**src/hw/rtl/qse_pkg.sv**
```systemverilog
// Shared constants, types and sequencer states of the quicksort engine.
package qse_pkg;

	localparam int CAPACITY = 16;
	localparam int DATA_W   = 16;
	localparam int IDX_W    = $clog2(CAPACITY);
	localparam int CNT_W    = $clog2(CAPACITY + 1);
	localparam int PTR_W    = IDX_W + 2;

	typedef logic [IDX_W-1:0]         idx_t;
	typedef logic [CNT_W-1:0]         cnt_t;
	typedef logic signed [PTR_W-1:0]  ptr_t;
	typedef logic signed [DATA_W-1:0] data_t;

	// one pending index range on the range stack
	typedef struct packed {
		idx_t lo;
		idx_t hi;
	} range_t;

	localparam int RANGE_W = $bits(range_t);

	// element store access for one cycle
	typedef struct packed {
		logic  we;
		idx_t  waddr;
		data_t wdata;
		logic  re;
		idx_t  raddr;
	} store_req_t;

	// range stack access for one cycle
	typedef struct packed {
		logic   we;
		idx_t   waddr;
		range_t wdata;
		logic   re;
		idx_t   raddr;
	} stack_req_t;

	typedef enum logic [3:0] {
		QS_IDLE,
		QS_POP,
		QS_POPW,
		QS_PIV,
		QS_IRD,
		QS_ICMP,
		QS_JCMP,
		QS_SWJ,
		QS_FIN1,
		QS_FIN2,
		QS_PUSH2,
		QS_ORD,
		QS_OUT
	} state_t;

endpackage

```
**src/hw/rtl/quicksort_engine.sv**
```systemverilog
// Quicksort engine top level: sequencer with element store and range stack RAMs.
// Values are loaded one per request while busy is low; beyond 16 held values a
// request's value is dropped. A request with final_item set starts the sort, and
// busy stays high until the last sorted value has gone out. Each partition is
// paced by the single read and single write port of the element store. The
// sorted values then leave one per cycle on result_strobe, ascending, with
// last_out on the final one. The receiver cannot stall the output: every
// strobed cycle carries a result that must be taken.
module quicksort_engine (
	input  logic                  clk,
	input  logic                  arst_n,
	input  logic                  start,
	output logic                  busy,
	input  logic signed [15:0]    value,
	input  logic                  final_item,
	output logic                  result_strobe,
	output logic signed [15:0]    sorted_value,
	output logic                  last_out
);
	import qse_pkg::*;

	store_req_t store_req;
	stack_req_t stack_req;
	data_t      store_rdata;
	range_t     stack_rdata;
	logic [DATA_W-1:0]  store_rdata_raw;
	logic [RANGE_W-1:0] stack_rdata_raw;

	// map raw RAM words to typed views
	always_comb begin
		store_rdata  = data_t'(store_rdata_raw);
		stack_rdata  = range_t'(stack_rdata_raw);
		sorted_value = store_rdata;
	end

	qse_ctrl u_ctrl (
		.clk           (clk),
		.arst_n        (arst_n),
		.start         (start),
		.value         (value),
		.final_item    (final_item),
		.store_rdata   (store_rdata),
		.stack_rdata   (stack_rdata),
		.store_req     (store_req),
		.stack_req     (stack_req),
		.busy          (busy),
		.result_strobe (result_strobe),
		.last_out      (last_out)
	);

	qse_ram #(
		.WIDTH (DATA_W),
		.DEPTH (CAPACITY)
	) u_store (
		.clk   (clk),
		.we    (store_req.we),
		.waddr (store_req.waddr),
		.wdata (store_req.wdata),
		.re    (store_req.re),
		.raddr (store_req.raddr),
		.rdata (store_rdata_raw)
	);

	qse_ram #(
		.WIDTH (RANGE_W),
		.DEPTH (CAPACITY)
	) u_stack (
		.clk   (clk),
		.we    (stack_req.we),
		.waddr (stack_req.waddr),
		.wdata (stack_req.wdata),
		.re    (stack_req.re),
		.raddr (stack_req.raddr),
		.rdata (stack_rdata_raw)
	);

endmodule

```
**src/hw/rtl/qse_ram.sv**
```systemverilog
// Generic single-write, single-read synchronous RAM with registered read data.
module qse_ram #(
	parameter int WIDTH = 16,
	parameter int DEPTH = 16
) (
	input  logic                     clk,
	input  logic                     we,
	input  logic [$clog2(DEPTH)-1:0] waddr,
	input  logic [WIDTH-1:0]         wdata,
	input  logic                     re,
	input  logic [$clog2(DEPTH)-1:0] raddr,
	output logic [WIDTH-1:0]         rdata
);

	logic [WIDTH-1:0] mem_q [DEPTH];

	// write port
	always_ff @(posedge clk) begin
		if (we) begin
			mem_q[waddr] <= wdata;
		end
	end

	// read port, registered
	always_ff @(posedge clk) begin
		if (re) begin
			rdata <= mem_q[raddr];
		end
	end

endmodule

```
**src/hw/rtl/qse_ctrl.sv**
```systemverilog
// Sequencer and scan datapath: load, partition with range stack, emit in order.
module qse_ctrl (
	input  logic               clk,
	input  logic               arst_n,
	input  logic               start,
	input  qse_pkg::data_t     value,
	input  logic               final_item,
	input  qse_pkg::data_t     store_rdata,
	input  qse_pkg::range_t    stack_rdata,
	output qse_pkg::store_req_t store_req,
	output qse_pkg::stack_req_t stack_req,
	output logic               busy,
	output logic               result_strobe,
	output logic               last_out
);
	import qse_pkg::*;

	state_t state_q, state_d;
	cnt_t   count_q;
	cnt_t   sp_q;
	ptr_t   lo_q, hi_q, i_q, j_q;
	data_t  pivot_q;
	data_t  ai_q;
	idx_t   k_q;

	logic   accept;
	logic   room;
	cnt_t   cnt_next;
	ptr_t   i_inc, j_dec;
	logic   i_cont, j_cont;
	logic   push1_ok, push2_ok;
	logic   last_k;
	cnt_t   sp_after2;

	// left neighbour of the pivot's final place
	function automatic ptr_t j_dec_pivot();
		j_dec_pivot = i_q - PTR_W'(1);
	endfunction

	// index just below the pivot's final place
	function automatic idx_t j_dec_pivot_idx();
		ptr_t tmp;
		tmp = i_q - PTR_W'(1);
		j_dec_pivot_idx = tmp[IDX_W-1:0];
	endfunction

	// request and scan conditions
	always_comb begin
		accept    = start && (state_q == QS_IDLE);
		room      = count_q < CNT_W'(CAPACITY);
		cnt_next  = room ? count_q + CNT_W'(1) : count_q;
		i_inc     = i_q + PTR_W'(1);
		j_dec     = j_q - PTR_W'(1);
		i_cont    = (i_q < hi_q) && (store_rdata < pivot_q);
		j_cont    = (j_q >= lo_q) && (store_rdata > pivot_q);
		push1_ok  = (i_inc < hi_q) && (sp_q < CNT_W'(CAPACITY));
		push2_ok  = (lo_q < j_dec_pivot()) && (sp_q < CNT_W'(CAPACITY));
		sp_after2 = push2_ok ? sp_q + CNT_W'(1) : sp_q;
		last_k    = CNT_W'(k_q) == (count_q - CNT_W'(1));
	end

	// next state
	always_comb begin
		state_d = state_q;
		case (state_q)
			QS_IDLE: begin
				if (accept && final_item) begin
					state_d = (cnt_next > CNT_W'(1)) ? QS_POP : QS_ORD;
				end
			end
			QS_POP:  state_d = QS_POPW;
			QS_POPW: state_d = QS_PIV;
			QS_PIV:  state_d = QS_IRD;
			QS_IRD:  state_d = QS_ICMP;
			QS_ICMP: begin
				if (!i_cont) begin
					state_d = QS_JCMP;
				end
			end
			QS_JCMP: begin
				if (!j_cont) begin
					state_d = (i_q < j_q) ? QS_SWJ : QS_FIN1;
				end
			end
			QS_SWJ:   state_d = QS_IRD;
			QS_FIN1:  state_d = QS_FIN2;
			QS_FIN2:  state_d = QS_PUSH2;
			QS_PUSH2: state_d = (sp_after2 == '0) ? QS_ORD : QS_POP;
			QS_ORD:   state_d = QS_OUT;
			QS_OUT: begin
				if (last_k) begin
					state_d = QS_IDLE;
				end
			end
			default: state_d = QS_IDLE;
		endcase
	end

	// memory requests and handshake outputs
	always_comb begin
		store_req     = '0;
		stack_req     = '0;
		busy          = state_q != QS_IDLE;
		result_strobe = state_q == QS_OUT;
		last_out      = (state_q == QS_OUT) && last_k;
		case (state_q)
			QS_IDLE: begin
				store_req.we    = accept && room;
				store_req.waddr = count_q[IDX_W-1:0];
				store_req.wdata = value;
				stack_req.we    = accept && final_item && (cnt_next > CNT_W'(1));
				stack_req.waddr = '0;
				stack_req.wdata.lo = '0;
				stack_req.wdata.hi = IDX_W'(cnt_next - CNT_W'(1));
			end
			QS_POP: begin
				stack_req.re    = 1'b1;
				stack_req.raddr = IDX_W'(sp_q - CNT_W'(1));
			end
			QS_POPW: begin
				store_req.re    = 1'b1;
				store_req.raddr = stack_rdata.hi;
			end
			QS_IRD: begin
				store_req.re    = 1'b1;
				store_req.raddr = i_inc[IDX_W-1:0];
			end
			QS_ICMP: begin
				store_req.re    = 1'b1;
				store_req.raddr = i_cont ? i_inc[IDX_W-1:0] : j_dec[IDX_W-1:0];
			end
			QS_JCMP: begin
				if (j_cont) begin
					store_req.re    = 1'b1;
					store_req.raddr = j_dec[IDX_W-1:0];
				end else if (i_q < j_q) begin
					store_req.we    = 1'b1;
					store_req.waddr = i_q[IDX_W-1:0];
					store_req.wdata = store_rdata;
				end
			end
			QS_SWJ: begin
				store_req.we    = 1'b1;
				store_req.waddr = j_q[IDX_W-1:0];
				store_req.wdata = ai_q;
			end
			QS_FIN1: begin
				store_req.we    = 1'b1;
				store_req.waddr = i_q[IDX_W-1:0];
				store_req.wdata = pivot_q;
			end
			QS_FIN2: begin
				store_req.we       = 1'b1;
				store_req.waddr    = hi_q[IDX_W-1:0];
				store_req.wdata    = ai_q;
				stack_req.we       = push1_ok;
				stack_req.waddr    = sp_q[IDX_W-1:0];
				stack_req.wdata.lo = i_inc[IDX_W-1:0];
				stack_req.wdata.hi = hi_q[IDX_W-1:0];
			end
			QS_PUSH2: begin
				stack_req.we       = push2_ok;
				stack_req.waddr    = sp_q[IDX_W-1:0];
				stack_req.wdata.lo = lo_q[IDX_W-1:0];
				stack_req.wdata.hi = j_dec_pivot_idx();
			end
			QS_ORD: begin
				store_req.re    = 1'b1;
				store_req.raddr = '0;
			end
			QS_OUT: begin
				store_req.re    = !last_k;
				store_req.raddr = k_q + IDX_W'(1);
			end
			default: begin
				store_req = '0;
			end
		endcase
	end

	// control registers
	always_ff @(posedge clk or negedge arst_n) begin
		if (!arst_n) begin
			state_q <= QS_IDLE;
			count_q <= '0;
			sp_q    <= '0;
		end else begin
			state_q <= state_d;
			case (state_q)
				QS_IDLE: begin
					if (accept) begin
						count_q <= cnt_next;
						if (final_item && (cnt_next > CNT_W'(1))) begin
							sp_q <= CNT_W'(1);
						end
					end
				end
				QS_POP: sp_q <= sp_q - CNT_W'(1);
				QS_FIN2: begin
					if (push1_ok) begin
						sp_q <= sp_q + CNT_W'(1);
					end
				end
				QS_PUSH2: sp_q <= sp_after2;
				QS_OUT: begin
					if (last_k) begin
						count_q <= '0;
						sp_q    <= '0;
					end
				end
				default: begin
					sp_q <= sp_q;
				end
			endcase
		end
	end

	// scan datapath registers
	always_ff @(posedge clk) begin
		case (state_q)
			QS_POPW: begin
				lo_q <= ptr_t'({{(PTR_W-IDX_W){1'b0}}, stack_rdata.lo});
				hi_q <= ptr_t'({{(PTR_W-IDX_W){1'b0}}, stack_rdata.hi});
				i_q  <= ptr_t'({{(PTR_W-IDX_W){1'b0}}, stack_rdata.lo}) - PTR_W'(1);
				j_q  <= ptr_t'({{(PTR_W-IDX_W){1'b0}}, stack_rdata.hi});
			end
			QS_PIV: pivot_q <= store_rdata;
			QS_IRD: i_q <= i_inc;
			QS_ICMP: begin
				if (i_cont) begin
					i_q <= i_inc;
				end else begin
					ai_q <= store_rdata;
					j_q  <= j_dec;
				end
			end
			QS_JCMP: begin
				if (j_cont) begin
					j_q <= j_dec;
				end
			end
			QS_ORD: k_q <= '0;
			QS_OUT: begin
				if (!last_k) begin
					k_q <= k_q + IDX_W'(1);
				end
			end
			default: begin
				k_q <= k_q;
			end
		endcase
	end

	// checks
	a_sp_bound: assert property (@(posedge clk) disable iff (!arst_n)
		sp_q <= CNT_W'(CAPACITY))
		else $error("range stack pointer beyond capacity");

	a_idle_stack_empty: assert property (@(posedge clk) disable iff (!arst_n)
		(state_q == QS_IDLE) |-> (sp_q == '0))
		else $error("range stack not empty while idle");

	a_last_ends_run: assert property (@(posedge clk) disable iff (!arst_n)
		(result_strobe && last_out) |=> (!busy && count_q == '0))
		else $error("run did not end after last result");

	a_no_rw_clash: assert property (@(posedge clk) disable iff (!arst_n)
		(store_req.we && store_req.re) |-> (store_req.waddr != store_req.raddr))
		else $error("element store read and write hit the same entry");

	a_count_bound: assert property (@(posedge clk) disable iff (!arst_n)
		count_q <= CNT_W'(CAPACITY))
		else $error("element count beyond capacity");

endmodule

```
**config.mk**
```make
export PLATFORM = sky130hd
export DESIGN_NAME = quicksort_engine
export DESIGN_NICKNAME = d
export VERILOG_FILES = /design/src/hw/rtl/qse_pkg.sv /design/src/hw/rtl/quicksort_engine.sv /design/src/hw/rtl/qse_ram.sv /design/src/hw/rtl/qse_ctrl.sv
export SDC_FILE = /design/constraint.sdc
export NUM_CORES = 1
export LEC_CHECK = 0
export BUFFER_PORTS_ARGS = -buffer_cell sky130_fd_sc_hd__buf_2
export CAP_MARGIN = 10
export CORE_ASPECT_RATIO = 1.25
export CORE_MARGIN = 3
export CORE_UTILIZATION = 68
export CTS_CLUSTER_SIZE = 24
export DETAILED_ROUTE_END_ITERATION = 6
export GPL_ROUTABILITY_DRIVEN = 0
export HOLD_SLACK_MARGIN = 0.08
export PLACE_DENSITY_LB_ADDON = 0.3
export SKIP_LAST_GASP = 1
export SYNTH_ARGS = -nofsm -noshare
export SYNTH_HDL_FRONTEND = slang
export SYNTH_SLANG_ARGS = --single-unit
```
**constraint.sdc**
```tcl
create_clock -name clk -period 8.2 [get_ports clk]
set_input_delay 0.82 -clock clk [delete_from_list [all_inputs] [get_ports clk]]
set_output_delay 0.82 -clock clk [all_outputs]
set_load 0.005 [all_outputs]
```
==> metrics.txt <==
Setup violations, final=0; I/O pin count=39; Max Clk Rate=214 MHz; post-CTS sizing=0; Critical Path Fanout Max=20; WS Path Type=flop to flop; Worst Tran Pin Value=1.33 ns; Tot GR Track Use=0.313; Avg WL per Cell=26.4 µm; CP startpoint kind=flop; Max-Cap Viols=0; Setup crit end kind=flop; die span in x=164 µm; grt total ovfl=0; TritonCTS clock tree=yes; worst min-delay path class=input pin to asynchronous set/reset pin; vias in the first global route=13371; simple-gate share of the synthesized area=0.0868; sequential area share after synthesis=0.674; initial antenna violation count=0; Clock Sinks=478; final hold slack=0.147 ns; area leader, netlist=edfxtp_1; Detail Route Antenna Nets=0; ys flop type=edfxtp_1; final setup margin=3.53 ns; maximum number of pins on one net before global-route repair=68; min Tclk post-route=4.67 ns; Cell Pwr Density=394 nW/µm²; CP required=8.38 ns; Crit path arrival time=4.85 ns; Post-CTS Hold Buffers=0; first-pass GRT wire length=78100 µm; Starting DRT DRC Count=1691; Placement Setup Slack=3.66 ns; Initial Util=0.697; synthesized net count=1491; post-route clock period utilization=0.570; Cells after Synth=1426; Mapped Area=21200 µm²; syn avg cell area=14.9 µm²; Worst-path clk slew=0.07 ns; I/O Buffers=38; Worst Skew=0.0243 ns; cts bufs inserted=45; drt pass-1 iters=6; Clock Tree Root=clkbuf_16; largest family of logic cells by synthesized area=compound AO/OA/AOI/OAI gates; DRT Wirelength=50900 µm; core box area=30400 µm²; Post-Route Setup TNS=0 ns; Leak Pwr=7.94 nW; adder-cell share of the synthesized area=0.0266; top-area cell type share of the netlist area=0.658; P&R area growth vs syn=9.58%; DR vias=13133; FFs w/ async S/R, synth=0.0293; hpwl dp=33200 µm; number of synthesized flops with an enable pin=464; Hold Violations, Final=0; multiplexer share of the synthesized area=0.0676; maximum vdd drop=251 µV; Setup Buffers After CTS=0; Compound-Gate Fraction of Synth Area=0.103; number of diodes=0; drc violations=0; area of the die=33300 µm²; maximum root-to-sink buffer count=3; RSZ-0062 raised after global routing=no; Syn. warnings=0; Synth Register Bits=478; fillcell total=1738; H-tree depth=2; nets@finish=1554; relative slew slack=0.112; Tot Pwr=9.15 mW; fin. max-slew vios=0; FP Rows=71; count of cell types in the netlist=90; XOR/XNOR Fraction of Synth Area=0.0120; layout cells sized above 1=0.146; clk_lat worst skew=0.57 ns; status=completed; Area contributors post-synth=edfxtp_1 66%, mux4_2 3.4%, mux2i_1 3.3%; DR vias/cell=6.82; die span in y=203 µm
==> critical path, stage by stage (launching register included) <==
cell and delay, ns:
edfxtp_1 0.46, ha_1 0.36, a21oi_1 0.18, o21a_1 0.16, o2111ai_1 0.22, o31ai_4 0.57, nor2_1 0.19, a211o_1 0.61
a21oi_1 0.38, a2bb2oi_1 0.35, and2_1 0.79
==> cell type report <==
cell class | count | area, µm² | share of cell area
clock inverter | 18 | 123 | 0.00528
inverter | 65 | 244 | 0.0105
clock buffer | 64 | 1220 | 0.0525
timing repair buffer | 80 | 502 | 0.0216
sequential | 478 | 14300 | 0.615
tap | 401 | 502 | 0.0216
multi-input combinational | 819 | 6340 | 0.273
==> cells by family after synthesis <==
kind of cell	Yosys count
and+or+nand+nor	367
xor gates and xnor gates	29
buffers and inverters	129
adders and majority gates	45
muxes	103
DFF	478
AOI/OAI and AO/OA	275
==> worst paths after layout <==
path	from	to	slack, ns	cells past startpoint
worst max register to register	u_store.rdata[9]	u_store.mem_q[7][6]	3.53	10
max in group asynchronous	arst_n	u_ctrl.state_q[2]	7.79	1
worst min register to register	u_stack.rdata[5]	u_ctrl.lo_q[1]	0.50	0
worst max-delay path	u_store.rdata[9]	u_store.mem_q[7][6]	3.53	10
min in group clk	u_stack.rdata[5]	u_ctrl.lo_q[1]	0.50	0
worst min-delay path	arst_n	u_ctrl.sp_q[1]	0.15	1
==> metal layers <==
metal | up-vias | global-route usage | part of all wire | routed length (µm)
met5 | - | 0 | 0 | 0
met4 | 0 | 0.208 | 0.076 | 3880
met3 | 203 | 0.0528 | 0.076 | 3850
met2 | 765 | 0.529 | 0.51 | 26000
met1 | 6465 | 0.370 | 0.34 | 17100
li1 | 5700 | - | - | -
==> Yosys cell counts (5+ instances only) <==
cell and count:
edfxtp_1 464, nand2_1 172, mux2i_1 70, inv_1 64, nor2_1 64, a32oi_1 61
a21oi_1 47, ha_1 45, o21ai_0 42, mux4_2 32, clkbuf_1 25, buf_2 18
nor3_1 18, xnor2_1 18, a222oi_1 16, and2_1 16, and4_1 16, dfrtp_1 14
nand3_1 13, nor2b_1 13, a211oi_1 12, nand2b_1 12, buf_4 11, o21a_1 11
xor2_1 11, nor3_4 8, a21o_1 6, o211ai_1 6, a221o_1 5, a221oi_1 5
==> cells in the final DEF (no fill, tap or decap), types with 38 or more instances in the layout <==
cell type	netlist	final
a21oi_1	47	45
a32oi_1	61	61
buf_2	18	38
buf_4	11	41
clkbuf_16	0	45
edfxtp_1	464	464
ha_1	45	45
inv_1	64	64
mux2i_1	70	70
nand2_1	172	172
nor2_1	64	62
o21ai_0	42	40
==> where the power goes <==
part / internal, mW / switching (mW)
Clock: 1.04 / 0.874
Combinational: 1.18 / 2.37
Sequential: 3.40 / 0.278
==> stage by stage <==
stage,instance area (µm²),cells,utilization
2_1_floorplan,21200,1426,-
3_5_place_dp,21900,1842,0.720
4_1_cts,23200,1924,0.764
3_3_place_gp,21900,1841,0.719
6_report,23200,1925,0.764
5_1_grt,23200,1925,0.764
==> flip-flops by register name (all words and copies together) (netlist names) <==
name,flops
u_store.mem_q,256
u_stack.rdata,8
u_ctrl.hi_q,4
u_ctrl.j_q,6
u_ctrl.count_q,5
u_ctrl.ai_q,16
u_ctrl.lo_q,4
u_stack.mem_q,128
u_ctrl.sp_q,5
u_ctrl.pivot_q,16
u_ctrl.state_q,4
u_ctrl.i_q,6
u_ctrl.k_q,4
u_store.rdata,16
Note: power is estimated with default switching activity, not from simulation.
